<file path="src/rtl/core/tvc_pkg.sv">
// ----------------------------------------------------------------------------
// Terrain viewshed counter package
// Shared types, codes and constants of the viewshed counter.
// ----------------------------------------------------------------------------
package tvc_pkg;

    localparam int MAX_COLS_DEF = 256;
    localparam int MAX_ROWS_DEF = 256;

    localparam int COORD_W  = 10;
    localparam int ALT_W    = 16;
    localparam int CNT_W    = 32;
    localparam int CFG_W    = 9;
    localparam int CFG_IDX_W = 2;
    localparam int SQ_W     = 36;
    localparam int Q_W      = 18;
    localparam int QUO_W    = 40;
    localparam int LH_W     = 42;
    localparam int P_W      = 12;
    localparam int ITER_W   = 6;
    localparam int SQRT_ITERS = 18;

    localparam logic [CFG_W-1:0] GRID_COLS_RST   = 9'd256;
    localparam logic [CFG_W-1:0] GRID_ROWS_RST   = 9'd256;
    localparam logic [7:0]       VIEW_RADIUS_RST = 8'd100;

    localparam logic [CFG_IDX_W-1:0] CFG_GRID_COLS   = 2'd0;
    localparam logic [CFG_IDX_W-1:0] CFG_GRID_ROWS   = 2'd1;
    localparam logic [CFG_IDX_W-1:0] CFG_VIEW_RADIUS = 2'd2;

    localparam logic [1:0] CMD_LOAD  = 2'd0;
    localparam logic [1:0] CMD_SWEEP = 2'd1;
    localparam logic [1:0] CMD_READ  = 2'd2;

    typedef enum logic [4:0] {
        S_CLEAR, S_IDLE, S_SW_START, S_OBS_RD, S_OBS_WAIT, S_SCAN, S_TGT_WAIT,
        S_SQ_INIT, S_SQRT, S_DIV_INIT, S_DIV, S_WALK_INIT, S_WALK_CHECK,
        S_WALK_RD, S_WALK_CMP, S_COL_NEXT, S_B_RD_OBS, S_B_WR_OBS, S_B_RD_TGT,
        S_B_WR_TGT, S_RD_WAIT, S_RESP
    } t_state;

    typedef enum logic [4:0] {
        C_NOP, C_ACCEPT, C_CLEAR, C_SW_START, C_OBS_RD, C_OBS_LATCH, C_ROW_NEXT,
        C_TGT_RD, C_TGT_LATCH, C_SQ_INIT, C_SQ_STEP, C_DIV_INIT, C_DIV_STEP,
        C_WALK_INIT, C_STEP, C_WALK_RD, C_COL_NEXT, C_CNT_RD_OBS, C_CNT_WR_OBS,
        C_CNT_RD_TGT, C_CNT_WR_TGT, C_RD_LATCH, C_OUT_LOAD
    } t_dp_cmd;

    typedef struct packed {
        logic clr_last;
        logic obs_in;
        logic row_done;
        logic col_done;
        logic sq_last;
        logic div_last;
        logic walk_end;
        logic blocked;
        logic out_free;
    } t_dp_stat;

endpackage

</file>
<file path="src/rtl/core/tvc_ctrl.sv">
// ----------------------------------------------------------------------------
// Viewshed controller
// Sequences the clearing pass, commands, window scan, line walk and updates.
// ----------------------------------------------------------------------------
module tvc_ctrl
    import tvc_pkg::*;
(
    input  logic      i_clk,
    input  logic      i_rst_n,
    input  logic      i_in_valid,
    input  logic [1:0] i_command,
    output logic      o_in_stall,
    input  t_dp_stat  i_stat,
    output t_dp_cmd   o_cmd
);
    t_state r_state;
    t_state n_state;
    logic   accept;

    assign o_in_stall = (r_state != S_IDLE);
    assign accept     = i_in_valid && !o_in_stall;

    always_ff @(posedge i_clk) begin
        if (!i_rst_n) begin
            r_state <= S_CLEAR;
        end else begin
            r_state <= n_state;
        end
    end

    always_comb begin
        n_state = r_state;
        unique case (r_state)
            S_CLEAR:      if (i_stat.clr_last) n_state = S_IDLE;
            S_IDLE: begin
                if (accept && i_command == CMD_SWEEP) begin
                    n_state = S_SW_START;
                end else if (accept && i_command == CMD_READ) begin
                    n_state = S_RD_WAIT;
                end
            end
            S_SW_START:   n_state = i_stat.obs_in ? S_OBS_RD : S_RESP;
            S_OBS_RD:     n_state = S_OBS_WAIT;
            S_OBS_WAIT:   n_state = S_SCAN;
            S_SCAN: begin
                if (i_stat.row_done) begin
                    n_state = S_RESP;
                end else if (!i_stat.col_done) begin
                    n_state = S_TGT_WAIT;
                end
            end
            S_TGT_WAIT:   n_state = S_SQ_INIT;
            S_SQ_INIT:    n_state = S_SQRT;
            S_SQRT:       if (i_stat.sq_last) n_state = S_DIV_INIT;
            S_DIV_INIT:   n_state = S_DIV;
            S_DIV:        if (i_stat.div_last) n_state = S_WALK_INIT;
            S_WALK_INIT:  n_state = S_WALK_CHECK;
            S_WALK_CHECK: n_state = i_stat.walk_end ? S_B_RD_OBS : S_WALK_RD;
            S_WALK_RD:    n_state = S_WALK_CMP;
            S_WALK_CMP:   n_state = i_stat.blocked ? S_COL_NEXT : S_WALK_CHECK;
            S_COL_NEXT:   n_state = S_SCAN;
            S_B_RD_OBS:   n_state = S_B_WR_OBS;
            S_B_WR_OBS:   n_state = S_B_RD_TGT;
            S_B_RD_TGT:   n_state = S_B_WR_TGT;
            S_B_WR_TGT:   n_state = S_COL_NEXT;
            S_RD_WAIT:    n_state = S_RESP;
            S_RESP:       if (i_stat.out_free) n_state = S_IDLE;
            default:      n_state = S_CLEAR;
        endcase
    end

    always_comb begin
        o_cmd = C_NOP;
        unique case (r_state)
            S_CLEAR:      o_cmd = C_CLEAR;
            S_IDLE:       o_cmd = accept ? C_ACCEPT : C_NOP;
            S_SW_START:   o_cmd = C_SW_START;
            S_OBS_RD:     o_cmd = C_OBS_RD;
            S_OBS_WAIT:   o_cmd = C_OBS_LATCH;
            S_SCAN: begin
                if (i_stat.row_done) begin
                    o_cmd = C_NOP;
                end else if (i_stat.col_done) begin
                    o_cmd = C_ROW_NEXT;
                end else begin
                    o_cmd = C_TGT_RD;
                end
            end
            S_TGT_WAIT:   o_cmd = C_TGT_LATCH;
            S_SQ_INIT:    o_cmd = C_SQ_INIT;
            S_SQRT:       o_cmd = C_SQ_STEP;
            S_DIV_INIT:   o_cmd = C_DIV_INIT;
            S_DIV:        o_cmd = C_DIV_STEP;
            S_WALK_INIT:  o_cmd = C_WALK_INIT;
            S_WALK_CHECK: o_cmd = i_stat.walk_end ? C_NOP : C_STEP;
            S_WALK_RD:    o_cmd = C_WALK_RD;
            S_WALK_CMP:   o_cmd = C_NOP;
            S_COL_NEXT:   o_cmd = C_COL_NEXT;
            S_B_RD_OBS:   o_cmd = C_CNT_RD_OBS;
            S_B_WR_OBS:   o_cmd = C_CNT_WR_OBS;
            S_B_RD_TGT:   o_cmd = C_CNT_RD_TGT;
            S_B_WR_TGT:   o_cmd = C_CNT_WR_TGT;
            S_RD_WAIT:    o_cmd = C_RD_LATCH;
            S_RESP:       o_cmd = i_stat.out_free ? C_OUT_LOAD : C_NOP;
            default:      o_cmd = C_NOP;
        endcase
    end
endmodule

</file>
<file path="config.mk">
export PLATFORM = sky130hd
export DESIGN_NAME = tvc_ctrl
export DESIGN_NICKNAME = d
export VERILOG_FILES = /design/src/rtl/core/tvc_pkg.sv /design/src/rtl/core/tvc_ctrl.sv
export SDC_FILE = /design/constraint.sdc
export NUM_CORES = 1
export LEC_CHECK = 0
export ABC_AREA = 1
export BUFFER_PORTS_ARGS = -buffer_cell sky130_fd_sc_hd__buf_4
export CAP_MARGIN = 15
export CORE_ASPECT_RATIO = 1.1
export CORE_MARGIN = 4
export CORE_UTILIZATION = 53
export DETAILED_ROUTE_END_ITERATION = 8
export GPL_TIMING_DRIVEN = 1
export PLACE_DENSITY_LB_ADDON = 0.3
export SLEW_MARGIN = 20
export SYNTH_ARGS = -nofsm -noshare
export SYNTH_HDL_FRONTEND = slang
export SYNTH_SLANG_ARGS = --single-unit
</file>
<file path="constraint.sdc">
create_clock -name i_clk -period 3.8 [get_ports i_clk]
set_input_delay 0.76 -clock i_clk [delete_from_list [all_inputs] [get_ports i_clk]]
set_output_delay 0.76 -clock i_clk [all_outputs]
set_load 0.05 [all_outputs]
</file>
; ---- Word level (Yosys, flattened, before mapping)
; Index checks and enable logic that the tools add are counted.
[word_totals]
regBits = 5
latchBits = 0
ram_bits = 0
mem_bits_ro = 0
in_bits = 14
out_inout_bits = 6
elab_cells = 56
memories = 0
[op_classes]
add_sub_neg = 0
multipliers = 0
div = 0
order_cmp = 0
n_eq_ne = 30
shift = 0
n_mux = 18
bitwise_logic = 0
n_reduce_logical = 7
[op_table]
columns = cell, count
row1 = case mux 5 bit (21 select lines), 2
row2 = 2-to-1 mux 5 bit, 11
row3 = equality test 5 x 4 -> 1 bit (second input constant), 8
row4 = equality test 5 bit (second input constant), 6
row5 = equality test 5 x 3 -> 1 bit (second input constant), 4
row6 = equality test 5 x 2 -> 1 bit (second input constant), 2
row7 = inequality test 2 bit (second input constant), 4
row8 = inequality test 3 bit (second input constant), 2
row9 = AND reduction 6 bit, 1
row10 = equality test 5 x 1 -> 1 bit (second input constant), 1
row11 = zero test 5 bit, 1
row12 = inequality test 5 x 1 -> 1 bit (second input constant), 1
row13 = 2-to-1 mux 4 bit, 1
row14 = logical AND 1 bit, 3
row15 = 2-to-1 mux 3 bit, 1
row16 = equality test 2 x 1 -> 1 bit (second input constant), 1
row17 = equality test 2 bit (second input constant), 1
row18 = 2-to-1 mux 1 bit, 2
row19 = 2-to-1 mux 2 bit, 1
row20 = OR reduction 2 bit, 1
row21 = zero test 1 bit, 1

; ---- Logic depth before layout (Yosys ltp)
[logic_depth]
word_depth = 7
ltp_mapped = 12
depth_no_buf = 11

; ---- Worst setup path before layout
; No wires, ideal clock.
[synth_path]
path_kind = input to output
start = input port i_stat[2] (netlist name)
end = output port o_cmd[3]
arrival_ns = 1.590
t_required_ns = 3.040
slack_ns = 1.450
cell_stages = 5
cell_sequence = inv_1 -> nand2_1 -> nand2_1 -> nor3_1 -> nand3b_1
[synth_via]
elab_chain_cells = 2
[synth_lines]
columns = element, line_no
row1 = from (decl), tvc_ctrl.sv:13  ; input t_dp_stat i_stat,
row2 = 2-to-1 mux 4 bit, tvc_ctrl.sv:95  ; S_WALK_CHECK: o_cmd = i_stat.walk_end ? C_NOP : C_STEP;
row3 = case mux 5 bit (21 select lines), tvc_ctrl.sv:74  ; unique case (r_state)
row4 = to (decl), tvc_ctrl.sv:14  ; output t_dp_cmd o_cmd
; No other way between the ends.

; ---- Final worst setup path
[layout_path]
start = register r_state[4]
end = output port o_cmd[3]
[layout_via]
elab_chain_cells = 2
elab_cells_between_ends = 22
classes_between = eq/ne (20) / mux (1) / reduce/logical (1)
[layout_lines]
columns = element, line_no
row1 = from (decl), tvc_ctrl.sv:16  ; t_state r_state;
row2 = from (signal assigned), tvc_ctrl.sv:27  ; r_state <= n_state;
row3 = "equality test 5 bit, or another cell as far along", tvc_ctrl.sv:74
row4 = case mux 5 bit (21 select lines) (*), tvc_ctrl.sv:74
; Every way passes the cells marked *; elsewhere a longest branch is shown, timed or not.

==> impl_metrics.ini <==
[outcome]
status = completed

[critical_path]
path_class = reg2out
r2r_cells = 10
rrSetupSlack_ns = 1.99
endpoint_kind = primary output
r2r_end = r_state[0]
setup.worst_path.start = r_state[4]
arrival_ns = 2.00
crit_path_end = o_cmd[3]
cp-start-kind = flip-flop
reg2reg_from = r_state[0]
critPathMaxFanout = 8
critPathRequiredTime_ns = 3.04

[synth]
muxShareOfSynthArea_pct = 0
syn_area_um2 = 838
yosysUniqueCellTypes = 24
synth.most_common_cell = nand2_1
synth_xor_area_share_pct = 0
synth_edf_count = 0
synth.avg_cell_area_um2 = 5.14
synth_top_family_by_area = simple AND/OR/NAND/NOR gates
synth_ff_type = dfxtp_1
synth-seq-cells = 5
synthAdderAreaFrac_pct = 0
yosysWarnings = 0
synth_seq_area_share_pct = 11.9
synth_area_leaders = nand2_1, nor2_1, dfxtp_1
synth_common_cells = nand2_1, nor2_1, inv_1
netlist.top_cell.by_area = nand2_1
ys_async_sr_fraction_pct = 0
synth_cells = 163
syn_nets = 177
synth-simple-area-share_pct = 62.5
synth_compound_area_share_pct = 9.70
yosysTopAreaCellShare_pct = 19.7

[clocking]
cts_buffer_depth = 2
cts.repair.resized = 0
clk_latency_ns = 0.25
cts_sinks = 5
cts.clk_slew.worst_paths_ns = 0.05
cts_htree_levels = 1
root_buffer = clkbuf_4
cts_buffers = 3
hold_buffers = 0
cts_setup_buffers = 0
cts_tree = yes

[cells_and_area]
final_util_pct = 69.4
area_delta_synth_final_pct = 19.0
antenna_cells = 0
drive_gt1_share_pct = 16.9
nets = 198
seq_area_um2 = 100
multi_input_comb_area_um2 = 606
final_area_um2 = 997
fillCellCount = 136
top_regs = r_state (5)
regMostFlops = r_state
largest_reg_flops = 5

[sta]
setup_slack_ns = 1.04
hold_slack_ns = 0.553
slew_viol_final = 0
tns_ns = 0
hold_violations = 0
max_freq_mhz = 362
worst_slew_pin_slew_ns = 0.528
setup_viol = 0
slew-limit-headroom_pct = 64.8
period_share_pct = 72.7
rsz0062_at_grt = false
layout_min_cycle_time_ns = 2.76
fin_worst_skew_ns = 0.00534

[detailed_routing]
firstDrtPassIters = 4
viasPerCell = 5.61
wl_per_cell_um = 12.7
drc = 0
initialDrtViolationCount = 58
vias = 1117
wirelength_mm = 2.53
postRouteAntennaNets = 0

[place]
place_ws_ns = 1.36
gp_congestion = 0.940
io_buffers = 19
dp_hpwl_mm = 2.15
post_dp_cell_area_um2 = 971

[global_routing]
grt_max_degree = 11
grt_pass1_wl_mm = 4.33
grt_use_total_pct = 24.7
grt_antenna_before_repair = 0
grt_overflow = 0
grt_pass1_vias = 993

[floorplanning]
die-height_um = 49.7
core_area_um2 = 1440
fp-row-count = 14
io_pins = 20
start_util_pct = 58.4
die_x_um = 45.9
die_area_um2 = 2280

[pwr]
p_per_area_nw_per_um2 = 658
peakVddDrop_uv = 441
leakage_nw = 0.598

[worst_hold_path]
hold_class = reg2reg

[flow_run]
drv_cap = 0
how the worst min path moves through the flow:
stage                     startpoint         end  slack [ns]  cells after the start
after global routing      r_state[2]  r_state[2]        0.59                      2
after CTS                 r_state[2]  r_state[2]        0.55                      2
after global placement    r_state[2]  r_state[2]        0.54                      2
after detailed placement  r_state[2]  r_state[2]        0.54                      2
after floorplan           r_state[2]  r_state[2]        0.51                      2
final                     r_state[2]  r_state[2]        0.55                      2
cells in the final DEF, fill, tap and decap left out, drive strengths merged:
cell,instances
nor3,5
nand4,5
inv,26
dfxtp,5
nor2,38
and2,1
clkinv,1
nor4,1
nand3b,2
o21ai,4
clkbuf,4
o211ai,1
a21oi,6
nand2,45
a31oi,2
o2111a,1
buf,19
nand3,17
worst max-delay path, cell delays in order (launching register included):
cell      delay [ns]
dfxtp_1         0.51
clkinv_2        0.22
nand2_1         0.15
nor2_1          0.06
nand2_1         0.10
nand2_1         0.11
nor3_1          0.28
nand3b_1        0.12
buf_4           0.20
logic make-up after synthesis:
| group | count (synthesis) |
|---|---|
| AND/OR/NAND/NOR | 114 |
| buffers and inverters | 30 |
| AO/OA/AOI/OAI | 14 |
| flip-flops | 5 |
cell type report:
| cell class | instances | share of cell area [%] |
|---|---|---|
| Clock buffer | 4 | 2.63 |
| Inverter | 27 | 10.3 |
| Multi-Input combinational cell | 128 | 60.7 |
| Sequential cell | 5 | 10.0 |
| Tap cell | 16 | 2.01 |
| Timing Repair Buffer | 19 | 14.3 |
power breakdown:
part	leakage [nW]	internal, mW	total [mW]	switching [mW]
clock	0.0150	0.0399	0.0638	0.0240
combinational	0.542	0.156	0.489	0.333
sequential	0.0407	0.0662	0.104	0.0375
total	0.598	0.262	0.656	0.394
metrics by stage:
step | power (mW) | instances
2_1_floorplan | 0.470 | 163
3_3_place_gp | 0.583 | 195
3_5_place_dp | 0.586 | 195
4_1_cts | 0.652 | 199
5_1_grt | 0.706 | 199
6_report | 0.656 | 199
metal layers:
metal  vias to the layer above  GRT usage (%)  part of all wire, %
met1                       486           34.1                   39
met4                         0           6.64                 0.55
met3                         2           6.18                   12
li1                        558              -                    -
met2                        71           37.2                   48
met5                         -              0                    0
Note: power is estimated with default switching activity, not from simulation.
